[src/sv/ihex_pkg.sv]
// shared types, constants and the hex digit decoder of the intel hex record parser
// no dependencies
package ihex_pkg;

	localparam logic [8:0] COUNT_MAX   = 9'd511;
	localparam logic [8:0] MIN_CHARS   = 9'd11;
	localparam logic [8:0] FRAME_BYTES = 9'd5;
	localparam int unsigned SEG_SHIFT  = 4;
	localparam logic [7:0] CHAR_COLON  = 8'h3A;

	localparam logic [7:0] TYPE_EXT_SEG   = 8'd2;
	localparam logic [7:0] TYPE_START_SEG = 8'd3;
	localparam logic [7:0] TYPE_EXT_LIN   = 8'd4;
	localparam logic [7:0] TYPE_START_LIN = 8'd5;

	typedef enum logic [2:0] {
		ST_OK        = 3'd0,
		ST_NO_COLON  = 3'd1,
		ST_BAD_DIGIT = 3'd2,
		ST_SHORT_ODD = 3'd3,
		ST_LENGTH    = 3'd4,
		ST_CHECKSUM  = 3'd5,
		ST_BAD_TYPE  = 3'd6
	} status_t;

	typedef struct packed {
		logic        kind;
		logic [16:0] byte_address;
		logic [7:0]  data_byte;
		logic [7:0]  record_type;
		logic [7:0]  record_length;
		status_t     status;
		logic [19:0] segment_base;
		logic [31:0] linear_base;
		logic [15:0] start_address;
	} result_t;

	typedef struct packed {
		logic       bad;
		logic [3:0] value;
	} nibble_t;

	function automatic nibble_t hex_nibble(input logic [7:0] c);
		nibble_t r;
		r.bad   = 1'b0;
		r.value = 4'd0;
		if (c >= 8'h30 && c <= 8'h39) begin
			r.value = 4'(c - 8'h30);
		end else if (c >= 8'h41 && c <= 8'h46) begin
			r.value = 4'(c - 8'h37);
		end else if (c >= 8'h61 && c <= 8'h66) begin
			r.value = 4'(c - 8'h57);
		end else begin
			r.bad = 1'b1;
		end
		return r;
	endfunction

endpackage

[src/sv/ihex_line_proc.sv]
// per-line parse state, base registers and next-state logic for one character
// depends on ihex_pkg
module ihex_line_proc
	import ihex_pkg::*;
(
	input  logic       clk,
	input  logic       arst_n,
	input  logic       step,
	input  logic [7:0] character,
	input  logic       line_end,
	output logic       res_valid,
	output result_t    res
);

	logic [8:0]  char_count_q, char_count_n;
	logic [3:0]  high_nibble_q, high_nibble_n;
	logic [7:0]  running_sum_q, running_sum_n;
	logic [7:0]  declared_length_q, declared_length_n;
	logic [15:0] load_address_q, load_address_n;
	logic [7:0]  type_byte_q, type_byte_n;
	logic [15:0] first_word_q, first_word_n;
	status_t     error_q, error_n;
	logic [19:0] segment_base_q, segment_base_n;
	logic [31:0] linear_base_q, linear_base_n;
	logic [15:0] start_address_q, start_address_n;

	nibble_t     nib;
	logic [3:0]  v;
	logic [8:0]  p;
	logic [7:0]  b;
	logic [7:0]  bi;
	logic [7:0]  off;
	logic        emit;
	logic [7:0]  dbyte;
	logic [16:0] daddr;
	logic [8:0]  len_chars;
	logic [8:0]  pair_count;
	status_t     stat;

	always_comb begin
		char_count_n      = char_count_q;
		high_nibble_n     = high_nibble_q;
		running_sum_n     = running_sum_q;
		declared_length_n = declared_length_q;
		load_address_n    = load_address_q;
		type_byte_n       = type_byte_q;
		first_word_n      = first_word_q;
		error_n           = error_q;
		segment_base_n    = segment_base_q;
		linear_base_n     = linear_base_q;
		start_address_n   = start_address_q;
		nib   = hex_nibble(character);
		v     = nib.bad ? 4'd0 : nib.value;
		p     = char_count_q - 9'd1;
		b     = {high_nibble_q, v};
		bi    = p[8:1];
		off   = bi - 8'd4;
		emit  = 1'b0;
		dbyte = b;
		daddr = {1'b0, load_address_q} + {9'd0, off};

		if (char_count_q == COUNT_MAX) begin
			if (error_q == ST_OK) error_n = ST_LENGTH;
		end else begin
			if (char_count_q == 9'd0) begin
				if (character != CHAR_COLON && error_q == ST_OK) error_n = ST_NO_COLON;
			end else begin
				if (nib.bad && error_q == ST_OK) error_n = ST_BAD_DIGIT;
				if (!p[0]) begin
					high_nibble_n = v;
				end else begin
					running_sum_n = running_sum_q + b;
					case (bi)
						8'd0: declared_length_n = b;
						8'd1: load_address_n[15:8] = b;
						8'd2: load_address_n[7:0] = b;
						8'd3: type_byte_n = b;
						default: begin
							if (off < declared_length_q) begin
								if (bi == 8'd4) first_word_n[15:8] = b;
								if (bi == 8'd5) first_word_n[7:0] = b;
								if (error_n == ST_OK) emit = 1'b1;
							end
						end
					endcase
				end
			end
			char_count_n = char_count_q + 9'd1;
		end

		len_chars  = char_count_n;
		pair_count = (len_chars - 9'd1) >> 1;
		stat       = error_n;
		if (line_end && stat == ST_OK) begin
			if (len_chars < MIN_CHARS || !len_chars[0]) begin
				stat = ST_SHORT_ODD;
			end else if ({1'b0, declared_length_n} + FRAME_BYTES != pair_count) begin
				stat = ST_LENGTH;
			end else if (running_sum_n != 8'd0) begin
				stat = ST_CHECKSUM;
			end else if (type_byte_n == TYPE_EXT_SEG) begin
				segment_base_n = {first_word_n, SEG_SHIFT'(0)};
			end else if (type_byte_n == TYPE_EXT_LIN) begin
				linear_base_n = {first_word_n, 16'd0};
			end else if (type_byte_n == TYPE_START_SEG || type_byte_n == TYPE_START_LIN) begin
				start_address_n = first_word_n;
			end else if (type_byte_n > TYPE_START_LIN) begin
				stat = ST_BAD_TYPE;
			end
		end

		res_valid         = line_end || emit;
		res.kind          = line_end;
		res.byte_address  = line_end ? {1'b0, load_address_n} : daddr;
		res.data_byte     = line_end ? 8'd0 : dbyte;
		res.record_type   = type_byte_n;
		res.record_length = declared_length_n;
		res.status        = line_end ? stat : ST_OK;
		res.segment_base  = segment_base_n;
		res.linear_base   = linear_base_n;
		res.start_address = start_address_n;
	end

	always_ff @(posedge clk or negedge arst_n) begin
		if (!arst_n) begin
			char_count_q      <= '0;
			high_nibble_q     <= '0;
			running_sum_q     <= '0;
			declared_length_q <= '0;
			load_address_q    <= '0;
			type_byte_q       <= '0;
			first_word_q      <= '0;
			error_q           <= ST_OK;
			segment_base_q    <= '0;
			linear_base_q     <= '0;
			start_address_q   <= '0;
		end else if (step) begin
			segment_base_q  <= segment_base_n;
			linear_base_q   <= linear_base_n;
			start_address_q <= start_address_n;
			if (line_end) begin
				char_count_q      <= '0;
				high_nibble_q     <= '0;
				running_sum_q     <= '0;
				declared_length_q <= '0;
				load_address_q    <= '0;
				type_byte_q       <= '0;
				first_word_q      <= '0;
				error_q           <= ST_OK;
			end else begin
				char_count_q      <= char_count_n;
				high_nibble_q     <= high_nibble_n;
				running_sum_q     <= running_sum_n;
				declared_length_q <= declared_length_n;
				load_address_q    <= load_address_n;
				type_byte_q       <= type_byte_n;
				first_word_q      <= first_word_n;
				error_q           <= error_n;
			end
		end
	end

endmodule

[src/sv/intel_hex_record_parser_top.sv]
// Intel HEX record parser: takes one character per cycle while not stalled and returns at most
// one result per character, a data byte or an end-of-line status. A character passes the input
// register, then the result register, before its result shows; the line state updates on each step,
// so back-to-back characters run at one per clock whenever the output side is not stalled.
// depends on ihex_pkg and ihex_line_proc
module intel_hex_record_parser_top
	import ihex_pkg::*;
(
	input  logic        clk,
	input  logic        arst_n,
	input  logic        in_valid,
	output logic        in_stall,
	input  logic [7:0]  character,
	input  logic        line_end,
	output logic        out_valid,
	input  logic        out_stall,
	output logic        kind,
	output logic [16:0] byte_address,
	output logic [7:0]  data_byte,
	output logic [7:0]  record_type,
	output logic [7:0]  record_length,
	output logic [2:0]  status,
	output logic [19:0] segment_base,
	output logic [31:0] linear_base,
	output logic [15:0] start_address
);

	logic       valid_s1;
	logic [7:0] char_s1;
	logic       last_s1;
	logic       advance;
	logic       step;
	logic       res_valid;
	result_t    res;
	logic       out_valid_q;
	result_t    out_q;

	assign advance  = !out_valid_q || !out_stall;
	assign step     = valid_s1 && advance;
	assign in_stall = valid_s1 && !advance;

	always_ff @(posedge clk or negedge arst_n) begin
		if (!arst_n) begin
			valid_s1 <= 1'b0;
		end else if (!in_stall) begin
			valid_s1 <= in_valid;
		end
	end

	always_ff @(posedge clk) begin
		if (in_valid && !in_stall) begin
			char_s1 <= character;
			last_s1 <= line_end;
		end
	end

	ihex_line_proc u_line (
		.clk       (clk),
		.arst_n    (arst_n),
		.step      (step),
		.character (char_s1),
		.line_end  (last_s1),
		.res_valid (res_valid),
		.res       (res)
	);

	always_ff @(posedge clk or negedge arst_n) begin
		if (!arst_n) begin
			out_valid_q <= 1'b0;
		end else if (advance) begin
			out_valid_q <= step && res_valid;
		end
	end

	always_ff @(posedge clk) begin
		if (step && res_valid) begin
			out_q <= res;
		end
	end

	assign out_valid     = out_valid_q;
	assign kind          = out_q.kind;
	assign byte_address  = out_q.byte_address;
	assign data_byte     = out_q.data_byte;
	assign record_type   = out_q.record_type;
	assign record_length = out_q.record_length;
	assign status        = out_q.status;
	assign segment_base  = out_q.segment_base;
	assign linear_base   = out_q.linear_base;
	assign start_address = out_q.start_address;

endmodule
[config.mk]
export PLATFORM = sky130hd
export DESIGN_NAME = intel_hex_record_parser_top
export DESIGN_NICKNAME = d
export VERILOG_FILES = /design/src/sv/ihex_pkg.sv /design/src/sv/ihex_line_proc.sv /design/src/sv/intel_hex_record_parser_top.sv
export SDC_FILE = /design/constraint.sdc
export NUM_CORES = 1
export LEC_CHECK = 0
export BUFFER_PORTS_ARGS = -buffer_cell sky130_fd_sc_hd__buf_2
export CAP_MARGIN = 25
export CORE_AREA = 2 2 153 155
export CTS_BUF_LIST = sky130_fd_sc_hd__clkbuf_16
export CTS_CLUSTER_DIAMETER = 150
export DETAILED_ROUTE_END_ITERATION = 7
export DIE_AREA = 0 0 155 157
export PLACE_DENSITY = 0.82
export SETUP_SLACK_MARGIN = 0.2
export SLEW_MARGIN = 20
export SYNTH_ARGS = -nofsm -noshare
export SYNTH_HDL_FRONTEND = slang
export SYNTH_SLANG_ARGS = --single-unit
[constraint.sdc]
create_clock -name clk -period 20.2 [get_ports clk]
set_input_delay 1.01 -clock clk [delete_from_list [all_inputs] [get_ports clk]]
set_output_delay 1.01 -clock clk [all_outputs]
set_load 0.01 [all_outputs]
==> impl_metrics.yaml <==
power_and_ir_drop:
  leakagePower_uw: 0.00665
  powerDensity_mw_per_mm2: 91.2
  ir_worst_vdd_uv: 59.4
yosys:
  ys.flop_type: "dfrtp_1"
  syn_nets: 1178
  yosysSeqAreaShare_pct: 54.4
  synth_seq_cells: 264
  synth.avg_cell_area_um2: 11.7
  synth_async_sr_flop_share_pct: 53.8
  synth_edf_count: 122
  synthCells: 1131
  synthesis.area_mm2: 0.0133
  synth-warning-count: 0
  synth_cell_type_count: 92
clock_network:
  cts_buffers: 27
  postCtsHoldBufs: 0
  cts.sinks: 264
  h-tree-depth: 1
  clk_latency_ns: 0.55
  path_clk_slew_ns: 0.06
  cts_setup_buffers: 0
  cts_resized: 0
  tritoncts: "done"
  clk_path_buf_depth: 3
  cts_root_buffer: "clkbuf_16"
sta:
  finalHoldViolCount: 0
  worstMarginPinSlew_ns: 0.981
  setup_viol: 0
  layout_min_cycle_time_ns: 6.34
  rsz0062_at_grt: "no"
  fin_skew_ns: 0.0111
  slew_violations: 0
  slew_headroom_pct: 34.4
  setup_tns_ns: 0
  period_share_pct: 31.4
  max_freq_ghz: 0.158
  fin_ws_ns: 13.86
worst_hold_path:
  hold_start: "u_line.type_byte_q[2]$_DFFE_PN0P_"
  worstHoldPathType: "register to register"
  hold_depth: 2
placed_design:
  place_hpwl_mm: 21.1
  dp_slack_ns: 13.99
  place.gp.congestion: 0.988
  place.port_buffers: 127
critical_path:
  rr_worst_depth: 20
  startpoint_type: "register"
  crit_start: "u_line.char_count_q[0]$_DFFE_PN0P_"
  cp_data_required_time_ns: 20.50
  crit_fanout: 32
  r2r-start: "u_line.char_count_q[0]$_DFFE_PN0P_"
  end_kind: "register"
  cp.arrival_ns: 6.64
  crit_type: "register to register"
global_routing:
  grt_usage_pct: 26.3
  grt_pass1_vias: 9248
  grt_max_degree: 83
  antenna_found_initial: 0
  overflow: 0
  grt_pass1_wl_mm: 50.4
drt:
  drtIter0Drc: 917
  dr.pass1.iters: 7
  via_per_inst: 6.12
  vias: 9528
  wl_per_cell_um: 20.3
  drc: 0
  ant_nets: 0
  finalWirelength_mm: 31.6
floorplan:
  die_h_um: 157
  die_area_mm2: 0.0243
  fp.coreArea_mm2: 0.0225
  die_x_um: 155
  initial_core_util_pct: 59.0
  io_pins: 128
  num_rows: 55
run:
  max-cap-violations: 0
final_layout:
  drive_above_1_share_pct: 22.5
  syn2layout_area_growth_pct: 12.8
  final_common_cell: "dfrtp_1"
  final_cell_mix: "dfrtp_1 (142), buf_2 (126), edfxtp_1 (122), nand2_1 (104), mux2_2 (71)"
  antenna_cells: 0
  fin_nets: 1299
run_status:
  outcome: "completed"
flip-flops by register name, summed over array words and instances, names as in the netlist, 9 cells and up:
name / count
linear_base: 32
u_line.load_address_q: 16
u_line.first_word_q: 16
u_line.segment_base_q: 20
start_address: 16
u_line.linear_base_q: 32
u_line.start_address_q: 16
segment_base: 20
byte_address: 17
u_line.char_count_q: 9
worst paths after layout:
kind,slack [ns],to
worst max-delay path,13.86,linear_base[22]$_DFFE_PP_
worst min-delay path,0.48,u_line.type_byte_q[2]$_DFFE_PN0P_
worst max register to register,13.86,linear_base[22]$_DFFE_PP_
worst min register to register,0.48,u_line.type_byte_q[2]$_DFFE_PN0P_
max in group asynchronous,18.41,u_line.linear_base_q[28]$_DFFE_PN0P_
min in group asynchronous,0.49,u_line.declared_length_q[5]$_DFFE_PN0P_
metrics by stage:
step | instance area, um2 | utilization (%) | total power (uW) | instances | hold WS, ns
final | 15000 | 66.5 | 1370 | 1558 | 0.481
after global routing | 15000 | 66.5 | 1430 | 1558 | 0.513
after CTS | 14900 | 66.4 | 1370 | 1557 | 0.485
after detailed placement | 14200 | 62.9 | 921 | 1507 | 0.472
after global placement | 14100 | 62.9 | 913 | 1506 | 0.461
after floorplan | 13300 | - | 845 | 1131 | 0.424
power breakdown:
| part | internal, uW | leakage, uW | switching [uW] | total (uW) |
|---|---|---|---|---|
| Clock | 242 | 0.000429 | 205 | 447 |
| Sequential | 591 | 0.00306 | 22.3 | 613 |
| Combinational | 114 | 0.00316 | 191 | 305 |
layer usage:
layer / global-route usage [%] / vias to the layer above / share of wire, % / routed length, um
li1: - / 4375 / - / -
met2: 42.0 / 418 / 46 / 14700
met5: 0 / - / 0 / 0
met1: 37.3 / 4664 / 43 / 13700
met4: 7.67 / 0 / 2.5 / 789
met3: 4.82 / 71 / 7.7 / 2430
kinds of logic (layout without fill, tap and decap cells):
family | Yosys count | in the layout | synth area share (%)
and+or+nand+nor | 330 | 330 | 13.3
adders and majority gates | 36 | 36 | 3.47
buffers and inverters | 111 | 253 | 3.67
muxes | 131 | 131 | 10.9
DFF | 264 | 264 | 54.4
xor gates and xnor gates | 34 | 34 | 2.67
AOI/OAI and AO/OA | 225 | 225 | 11.6
Yosys cell counts, types with 5 or more instances:
| cell type | count | area share [%] |
|---|---|---|
| buf_2 | 14 | 0.53 |
| buf_4 | 5 | 0.28 |
| edfxtp_1 | 122 | 28 |
| dfrtp_1 | 142 | 27 |
| xnor2_1 | 22 | 1.5 |
| a21boi_0 | 5 | 0.28 |
| clkbuf_1 | 27 | 0.76 |
| o211ai_1 | 9 | 0.51 |
| o21bai_1 | 6 | 0.34 |
| nor2_1 | 61 | 1.7 |
| a21oi_1 | 41 | 1.5 |
| nor3_1 | 19 | 0.72 |
| nand4_1 | 9 | 0.42 |
| a31oi_1 | 13 | 0.61 |
| and3_1 | 6 | 0.28 |
| mux2_4 | 6 | 0.68 |
| o21ai_1 | 5 | 0.19 |
| ha_1 | 32 | 3.0 |
| nand3_1 | 24 | 0.91 |
| inv_1 | 56 | 1.6 |
| xor2_1 | 7 | 0.46 |
| nor4_1 | 8 | 0.38 |
| or3_1 | 7 | 0.33 |
| or4_1 | 5 | 0.28 |
| mux2_1 | 13 | 1.1 |
| and2_1 | 6 | 0.28 |
| a21o_1 | 6 | 0.34 |
| mux2i_1 | 40 | 3.0 |
| mux2_2 | 71 | 6.0 |
| o21ai_0 | 51 | 1.9 |
| o21a_1 | 8 | 0.45 |
| nand2_1 | 104 | 2.9 |
| o22ai_1 | 10 | 0.47 |
| a22o_1 | 28 | 1.8 |
| nor2b_1 | 42 | 2.0 |
layout make-up:
class / instances / area, um2
multi-input cells: 756 / 5590
clock buffers: 27 / 676
repair buffers: 145 / 805
fillers: 1682 / 7530
well taps: 285 / 357
inverters: 58 / 220
clock inverters: 23 / 110
flip-flops and latches: 264 / 7220
critical path, cell delays in order (launching register included):
cell,delay (ns)
dfrtp_1,0.56
inv_1,0.22
ha_1,0.26
nand2_1,0.09
xnor2_1,0.33
ha_1,0.26
inv_1,0.06
a2111oi_2,0.38
a21oi_4,0.19
nor2_1,0.60
nand2_1,0.09
o21ai_0,0.23
ha_1,0.31
nor4_1,0.09
nor2_2,0.20
nand3_1,0.08
or4_1,0.47
a32o_1,0.47
nor4b_4,0.32
buf_4,0.44
mux2_2,0.40
Note: power is estimated with default switching activity, not from simulation.
